### src/rtl/uram_pkg.sv
// Shared types, codes and the CRC8 helper for the UART register-access master.
// Used by uram_core and uart_register_access_master; no other dependencies.
package uram_pkg;

	// Datagram framing
	localparam logic [7:0] SYNC_BYTE  = 8'h05;
	localparam logic [7:0] WRITE_FLAG = 8'h80;
	localparam logic [7:0] CRC_POLY   = 8'h07;

	// Configuration register defaults
	localparam logic [15:0] ECHO_TIMEOUT_RST  = 16'd5;
	localparam logic [15:0] REPLY_TIMEOUT_RST = 16'd1000;

	// Command codes
	typedef enum logic [1:0] {
		CMD_WRITE = 2'd0,
		CMD_READ  = 2'd1,
		CMD_RXB   = 2'd2,
		CMD_TICK  = 2'd3
	} cmd_t;

	// Transaction status codes
	typedef enum logic [1:0] {
		ST_OK        = 2'd0,
		ST_ECHO_ERR  = 2'd1,
		ST_REPLY_TMO = 2'd2,
		ST_CRC_ERR   = 2'd3
	} status_t;

	// Transaction phase
	typedef enum logic [1:0] {
		PH_IDLE    = 2'd0,
		PH_SEND_WR = 2'd1,
		PH_SEND_RD = 2'd2,
		PH_REPLY   = 2'd3
	} phase_t;

	// Configuration register indexes
	typedef enum logic {
		REG_ECHO_TMO  = 1'b0,
		REG_REPLY_TMO = 1'b1
	} cfg_reg_t;

	// One input item
	typedef struct packed {
		cmd_t        cmd;
		logic [7:0]  slave_addr;
		logic [6:0]  reg_addr;
		logic [31:0] write_data;
		logic [7:0]  rx_byte;
	} item_t;

	// One result item
	typedef struct packed {
		logic        tx_valid;
		logic [7:0]  tx_byte;
		logic        done_res;
		status_t     status;
		logic [31:0] read_data;
		logic        busy_res;
	} result_t;

	// CRC8 over one byte, data taken LSB first, CRC MSB tested
	function automatic logic [7:0] crc8_step(input logic [7:0] crc_in, input logic [7:0] data);
		logic [7:0] c;
		logic [7:0] d;
		c = crc_in;
		d = data;
		for (int k = 0; k < 8; k++) begin
			if (c[7] ^ d[0]) begin
				c = {c[6:0], 1'b0} ^ CRC_POLY;
			end else begin
				c = {c[6:0], 1'b0};
			end
			d = {1'b0, d[7:1]};
		end
		return c;
	endfunction

endpackage

### src/rtl/uram_core.sv
// Transaction state and per-item update of the UART register-access master.
// Depends on uram_pkg; one item is folded into the state each cycle step_en is high.
module uram_core
	import uram_pkg::*;
(
	input  logic        clk,
	input  logic        arst_n,
	input  logic        step_en,
	input  item_t       item,
	input  logic [15:0] echo_tmo,
	input  logic [15:0] reply_tmo,
	output result_t     res
);

	phase_t      phase_q, phase_n;
	logic [2:0]  idx_q, idx_n;
	logic [7:0]  crc_q, crc_n;
	logic [15:0] wait_q, wait_n;
	logic [7:0]  slave_q, slave_n;
	logic [6:0]  reg_q, reg_n;
	logic [31:0] value_q, value_n;
	logic [7:0]  echo_q, echo_n;
	logic [31:0] shift_q, shift_n;

	logic [2:0]  last_idx;
	logic [15:0] wait_inc;
	logic [7:0]  next_byte;

	// Byte of the outgoing datagram at a given position; the last one is the CRC
	function automatic logic [7:0] dgram_byte(
		input phase_t      ph,
		input logic [2:0]  idx,
		input logic [7:0]  crc,
		input logic [7:0]  slave,
		input logic [6:0]  regad,
		input logic [31:0] value
	);
		logic [2:0] last;
		logic [7:0] b;
		last = (ph == PH_SEND_WR) ? 3'd7 : 3'd3;
		unique case (idx)
			3'd0: b = SYNC_BYTE;
			3'd1: b = slave;
			3'd2: b = (ph == PH_SEND_WR) ? ({1'b0, regad} | WRITE_FLAG) : {1'b0, regad};
			3'd3: b = value[31:24];
			3'd4: b = value[23:16];
			3'd5: b = value[15:8];
			default: b = value[7:0];
		endcase
		if (idx == last) begin
			b = crc;
		end
		return b;
	endfunction

	assign last_idx  = (phase_q == PH_SEND_WR) ? 3'd7 : 3'd3;
	assign wait_inc  = wait_q + 16'd1;
	assign next_byte = dgram_byte(phase_q, idx_q + 3'd1, crc_q, slave_q, reg_q, value_q);

	// Next state and result for the item at hand
	always_comb begin
		phase_n = phase_q;
		idx_n   = idx_q;
		crc_n   = crc_q;
		wait_n  = wait_q;
		slave_n = slave_q;
		reg_n   = reg_q;
		value_n = value_q;
		echo_n  = echo_q;
		shift_n = shift_q;
		res     = '0;

		if (item.cmd == CMD_WRITE || item.cmd == CMD_READ) begin
			// start: ignored while a transaction is running
			if (phase_q == PH_IDLE) begin
				slave_n      = item.slave_addr;
				reg_n        = item.reg_addr;
				value_n      = (item.cmd == CMD_WRITE) ? item.write_data : 32'd0;
				phase_n      = (item.cmd == CMD_WRITE) ? PH_SEND_WR : PH_SEND_RD;
				idx_n        = 3'd0;
				shift_n      = 32'd0;
				echo_n       = SYNC_BYTE;
				crc_n        = crc8_step(8'd0, SYNC_BYTE);
				wait_n       = 16'd0;
				res.tx_valid = 1'b1;
				res.tx_byte  = SYNC_BYTE;
			end
		end else if (phase_q == PH_SEND_WR || phase_q == PH_SEND_RD) begin
			if (item.cmd == CMD_RXB) begin
				// echo check, then next byte or end of datagram
				if (item.rx_byte != echo_q) begin
					res.done_res = 1'b1;
					res.status   = ST_ECHO_ERR;
					phase_n      = PH_IDLE;
				end else if (idx_q == last_idx) begin
					if (phase_q == PH_SEND_WR) begin
						res.done_res = 1'b1;
						phase_n      = PH_IDLE;
					end else begin
						phase_n = PH_REPLY;
						idx_n   = 3'd0;
						crc_n   = 8'd0;
						wait_n  = 16'd0;
						shift_n = 32'd0;
					end
				end else begin
					idx_n        = idx_q + 3'd1;
					echo_n       = next_byte;
					crc_n        = crc8_step(crc_q, next_byte);
					wait_n       = 16'd0;
					res.tx_valid = 1'b1;
					res.tx_byte  = next_byte;
				end
			end else begin
				wait_n = wait_inc;
				if (wait_inc >= echo_tmo) begin
					res.done_res = 1'b1;
					res.status   = ST_ECHO_ERR;
					phase_n      = PH_IDLE;
				end
			end
		end else if (phase_q == PH_REPLY) begin
			if (item.cmd == CMD_RXB) begin
				// reply byte: last one is the CRC
				wait_n = 16'd0;
				if (idx_q == 3'd7) begin
					res.done_res = 1'b1;
					phase_n      = PH_IDLE;
					if (item.rx_byte == crc_q) begin
						res.read_data = shift_q;
					end else begin
						res.status = ST_CRC_ERR;
					end
				end else begin
					crc_n = crc8_step(crc_q, item.rx_byte);
					if (idx_q >= 3'd3) begin
						shift_n = {shift_q[23:0], item.rx_byte};
					end
					idx_n = idx_q + 3'd1;
				end
			end else begin
				wait_n = wait_inc;
				if (wait_inc >= reply_tmo) begin
					res.done_res = 1'b1;
					res.status   = ST_REPLY_TMO;
					phase_n      = PH_IDLE;
				end
			end
		end

		res.busy_res = (phase_n != PH_IDLE);
	end

	// State registers
	always_ff @(posedge clk or negedge arst_n) begin
		if (!arst_n) begin
			phase_q <= PH_IDLE;
			idx_q   <= '0;
			crc_q   <= '0;
			wait_q  <= '0;
			slave_q <= '0;
			reg_q   <= '0;
			value_q <= '0;
			echo_q  <= '0;
			shift_q <= '0;
		end else if (step_en) begin
			phase_q <= phase_n;
			idx_q   <= idx_n;
			crc_q   <= crc_n;
			wait_q  <= wait_n;
			slave_q <= slave_n;
			reg_q   <= reg_n;
			value_q <= value_n;
			echo_q  <= echo_n;
			shift_q <= shift_n;
		end
	end

	// A finished transaction leaves the block idle
	a_done_idle: assert property (@(posedge clk) disable iff (!arst_n)
		step_en && res.done_res |=> phase_q == PH_IDLE)
		else $error("phase not idle after transaction end");

	// A byte to send only while a datagram is in flight
	a_tx_busy: assert property (@(posedge clk) disable iff (!arst_n)
		step_en && res.tx_valid |-> res.busy_res && !res.done_res)
		else $error("tx byte outside an active transaction");

	// Error status only with an ending transaction and no read data
	a_status_done: assert property (@(posedge clk) disable iff (!arst_n)
		step_en && res.status != ST_OK |-> res.done_res && res.read_data == 32'd0)
		else $error("status without transaction end");

	// Byte position stays within the datagram length while sending a read request
	a_rd_idx: assert property (@(posedge clk) disable iff (!arst_n)
		phase_q == PH_SEND_RD |-> idx_q <= 3'd3)
		else $error("read request byte index out of range");

endmodule

### src/rtl/uart_register_access_master.sv
// Flow: an accepted item is held in the input register and, once the result
// register is free or being emptied, its result is loaded into the result register;
// while out_ready holds a waiting result, the item stays in the input register.
// Throughput: one item per cycle unless out_ready holds back a waiting result; the
// per-item update is a single registered pass whose longest path is the datagram byte
// select and one CRC8 byte step.
// Reset: transaction idle, core state and valid flags cleared, echo timeout 5 ticks, reply timeout 1000.
// Depends on uram_pkg and uram_core.
module uart_register_access_master
	import uram_pkg::*;
(
	input  logic        clk,
	input  logic        arst_n,
	// input item channel
	input  logic        in_valid,
	output logic        in_ready,
	input  logic [1:0]  cmd,
	input  logic [7:0]  slave_addr,
	input  logic [6:0]  reg_addr,
	input  logic [31:0] write_data,
	input  logic [7:0]  rx_byte,
	// result channel
	output logic        out_valid,
	input  logic        out_ready,
	output logic        tx_valid,
	output logic [7:0]  tx_byte,
	output logic        done_res,
	output logic [1:0]  status,
	output logic [31:0] read_data,
	output logic        busy_res,
	// configuration write port
	input  logic        cfg_we,
	input  logic        cfg_index,
	input  logic [15:0] cfg_data
);

	logic        valid_s1;
	item_t       item_s1;
	logic        out_valid_q;
	result_t     out_q;
	result_t     res;
	logic        advance;
	logic [15:0] echo_tmo_q;
	logic [15:0] reply_tmo_q;

	// Item in stage 1 moves on when the result register is free or being emptied
	assign advance  = valid_s1 && (!out_valid_q || out_ready);
	assign in_ready = !valid_s1 || advance;

	// Configuration registers
	always_ff @(posedge clk or negedge arst_n) begin
		if (!arst_n) begin
			echo_tmo_q  <= ECHO_TIMEOUT_RST;
			reply_tmo_q <= REPLY_TIMEOUT_RST;
		end else if (cfg_we) begin
			unique case (cfg_reg_t'(cfg_index))
				REG_ECHO_TMO:  echo_tmo_q  <= cfg_data;
				REG_REPLY_TMO: reply_tmo_q <= cfg_data;
				default: ;
			endcase
		end
	end

	// Input register
	always_ff @(posedge clk or negedge arst_n) begin
		if (!arst_n) begin
			valid_s1 <= 1'b0;
		end else if (in_ready) begin
			valid_s1 <= in_valid;
		end
	end

	always_ff @(posedge clk) begin
		if (in_valid && in_ready) begin
			item_s1.cmd        <= cmd_t'(cmd);
			item_s1.slave_addr <= slave_addr;
			item_s1.reg_addr   <= reg_addr;
			item_s1.write_data <= write_data;
			item_s1.rx_byte    <= rx_byte;
		end
	end

	// Transaction engine
	uram_core u_core (
		.clk       (clk),
		.arst_n    (arst_n),
		.step_en   (advance),
		.item      (item_s1),
		.echo_tmo  (echo_tmo_q),
		.reply_tmo (reply_tmo_q),
		.res       (res)
	);

	// Result register
	always_ff @(posedge clk or negedge arst_n) begin
		if (!arst_n) begin
			out_valid_q <= 1'b0;
		end else if (advance) begin
			out_valid_q <= 1'b1;
		end else if (out_ready) begin
			out_valid_q <= 1'b0;
		end
	end

	always_ff @(posedge clk) begin
		if (advance) begin
			out_q <= res;
		end
	end

	assign out_valid = out_valid_q;
	assign tx_valid  = out_q.tx_valid;
	assign tx_byte   = out_q.tx_byte;
	assign done_res  = out_q.done_res;
	assign status    = out_q.status;
	assign read_data = out_q.read_data;
	assign busy_res  = out_q.busy_res;

endmodule

### config.mk
export PLATFORM = sky130hd
export DESIGN_NAME = uart_register_access_master
export DESIGN_NICKNAME = d
export VERILOG_FILES = /design/src/rtl/uram_pkg.sv /design/src/rtl/uram_core.sv /design/src/rtl/uart_register_access_master.sv
export SDC_FILE = /design/constraint.sdc
export NUM_CORES = 1
export LEC_CHECK = 0
export BUFFER_PORTS_ARGS = -buffer_cell sky130_fd_sc_hd__buf_2
export CAP_MARGIN = 30
export CORE_AREA = 2 2 145 147
export CTS_BUF_LIST = sky130_fd_sc_hd__clkbuf_8
export CTS_CLUSTER_DIAMETER = 120
export CTS_CLUSTER_SIZE = 40
export DETAILED_ROUTE_END_ITERATION = 10
export DIE_AREA = 0 0 147 149
export GPL_ROUTABILITY_DRIVEN = 0
export PLACE_DENSITY = 0.86
export SYNTH_ARGS = -nofsm -noshare
export SYNTH_HDL_FRONTEND = slang
export SYNTH_SLANG_ARGS = --single-unit
export TNS_END_PERCENT = 10
### constraint.sdc
create_clock -name clk -period 10.35 [get_ports clk]
set_clock_uncertainty 0.1 [all_clocks]
set_input_delay 1.035 -clock clk [delete_from_list [all_inputs] [get_ports clk]]
set_output_delay 1.035 -clock clk [all_outputs]
set_load 0.02 [all_outputs]
==> out/results.ini <==
[synth]
netlist_instances=1063
synth_seq_area_share_pct=56.8
synth_flop_cell=dfrtp_1
synth_cell_types=69
synth.most_common_cell=nand2_1
syn-num-nets=1186
synthArstFlopShare_pct=59.5
ys_ff_latch=252
syn_avg_cell_area_um2=11.3
yosysTopAreaCell=dfrtp_1
ys_warn_count=0
synth-edff-count=102
netlist_top_cells_area=dfrtp_1, edfxtp_1, nand2_1
ys_top_cells_by_count=nand2_1, dfrtp_1, edfxtp_1
syn_area_um2=12000
yosysTopAreaCellShare_pct=29.6

[clock_network]
ctsResizeCount=0
h-tree-depth=1
clkTransAtPathRegs_ns=0.22
clock-sinks=252
numCtsBuffers=10
clkLatencyLatePin_ns=0.55
cts-root-buf=clkbuf_8
clk_path_buf_depth=3
cts_tree=yes
cts_hold_buf=0
post_cts_buffers=0

[placed_design]
place_inst=1418
hpwlAfterDp_um=16600
numPortBuffers=125

[drt]
via_count=8041
wl_um=23400
wire_per_inst_um=16.3
route.detailed.drc=0
drt-initial-drc-count=677
vias_per_cell=5.61
antenna_left=0
firstDrtPassIters=5

[critical_path]
critPathLaunchType=flip-flop
required_ns=10.65
crit_fanout=7
slowest_delay_ns=0.53
cp_data_arrival_time_ns=4.18
path_buf_inv=0
end_kind=flip-flop
crit_path_frequent_cell=and3_1
critPathTopFamily=simple AND/OR/NAND/NOR gates
path_cells=ha_1 > nand3_1 > nor2_1 > and3_1 > and3_1 > xor2_1 > ha_1 > a21o_1 > a21oi_1 > o21ai_0 > a211oi_1 > o32ai_1 > and3_1 > a41oi_1
cpMaxStageDelayCell=dfrtp_1
critPathKind=reg2reg

[power]
combPwrFrac_pct=44.3
leakagePower_nw=5.80
vdd_ir_drop_max_mv=0.144
clkPwrFrac_pct=12.0
switching_share_pct=38.8
internal_power_mw=1.98
switchingPower_mw=1.25
p_seq_share_pct=43.7
pwr_density_cell_nw_per_um2=249

[finish]
final_cells=1434
drive_gt1_share_pct=18.4
fin_util_pct=63.3
nFillCells=1602
syn_to_final_growth_pct=8.37
n_antenna_cell=0
nNetsFinal=1278

[floorplanning]
dieArea_um2=21900
num_rows=53
ios=126
start_util_pct=58.4
die_w_um=147
core_um2=20600
fp.dieH_um=149

[timing]
finalCriticalPeriod_ns=3.88
min_period_over_period_pct=37.4
setup_viol=0
maxSlewHeadroom_pct=40.4
rsz0062_at_grt=no
tightest_slew_ns=0.894
hold_viol=0
max_freq_mhz=258
whs_ns=0.327
fin_tns_setup_ns=0
drv_slew=0

[job]
max_cap_violations=0

[global_routing]
grt_max_degree=85
grt_pass1_wl_um=38000
grt-ovfl-total=0
antenna_found_initial=0
grt_pass1_vias=7629
gr-usage-all-layers_pct=21.5

[outcome]
outcome=complete, no violations

[worst_hold_path]
min_path_type=reg2reg

==> state kept, by name (all words and copies together) (netlist names), 16 cells and up <==
register / flops
item_s1: 57
reply_tmo_q: 16
read_data: 32
u_core.value_q: 32
echo_tmo_q: 16
u_core.shift_q: 32
u_core.wait_q: 16
==> area by class of cell <==
class	instances	area, µm²	share of cell area, %
well taps	275	344	2.64
multi-input cells	677	4640	35.6
flip-flops and latches	252	6830	52.4
inverters	79	297	2.28
clock inverters	5	45.0	0.346
clock buffers	11	151	1.16
repair buffers	135	714	5.49
==> cells in the final DEF (no fill, tap or decap), types with 18 or more instances in the layout <==
| cell | n |
|---|---|
| nand2_1 | 149 |
| dfrtp_1 | 142 |
| buf_2 | 124 |
| edfxtp_1 | 102 |
| o21ai_0 | 90 |
| inv_1 | 83 |
| ha_1 | 44 |
| xnor2_1 | 41 |
| nor3_1 | 37 |
| mux2_2 | 36 |
| mux2i_1 | 33 |
| nor2_1 | 32 |
| xor2_1 | 29 |
| a21oi_1 | 20 |
| nand3_1 | 18 |
| and3_1 | 18 |
==> final timing paths <==
| path | slack [ns] | start | cells past startpoint | to |
|---|---|---|---|---|
| min in group asynchronous | 0.37 | arst_n | 1 | echo_tmo_q[9] |
| max in group asynchronous | 8.40 | arst_n | 2 | u_core.shift_q[18] |
| min | 0.33 | item_s1[48] | 1 | u_core.slave_q[1] |
| max reg2reg | 6.47 | u_core.wait_q[0] | 14 | busy_res |
| min reg2reg | 0.33 | item_s1[48] | 1 | u_core.slave_q[1] |
| max | 6.47 | u_core.wait_q[0] | 14 | busy_res |
==> through the flow <==
step / instance area (µm²) / worst slack (ns) / total power [mW]
after floorplan: 12000 / 7.06 / 2.53
after global placement: 12800 / 6.74 / 2.78
after detailed placement: 12800 / 6.54 / 2.84
after CTS: 13000 / 6.47 / 3.23
after global routing: 13000 / 6.19 / 3.43
final: 13000 / 6.47 / 3.24
==> cells by family after synthesis <==
logic type | count (synthesis) | synth area share (%)
xor+xnor | 73 | 5.56
buf+inv | 134 | 4.62
simple gates | 295 | 11.1
flops | 252 | 56.8
compound gates | 195 | 11.0
fa+ha+maj | 44 | 4.58
mux | 70 | 6.31
==> layer usage <==
layer | global-route usage [%] | share of wire, % | up-vias
met5 | 0 | 0 | -
met1 | 29.5 | 44 | 3853
met2 | 36.0 | 48 | 266
li1 | - | - | 3874
met3 | 2.51 | 5.0 | 48
met4 | 7.64 | 3.3 | 0
==> power by group through the flow <==
stage               clock (mW)  sequential [mW]  combinational [mW]
floorplan                    0             1.39                1.14
global placement             0             1.42                1.36
detailed placement           0             1.43                1.41
CTS                      0.399             1.41                1.42
global route             0.431             1.44                1.56
finish                   0.388             1.41                1.43
No activity file was read; power rests on OpenSTA's default activity.
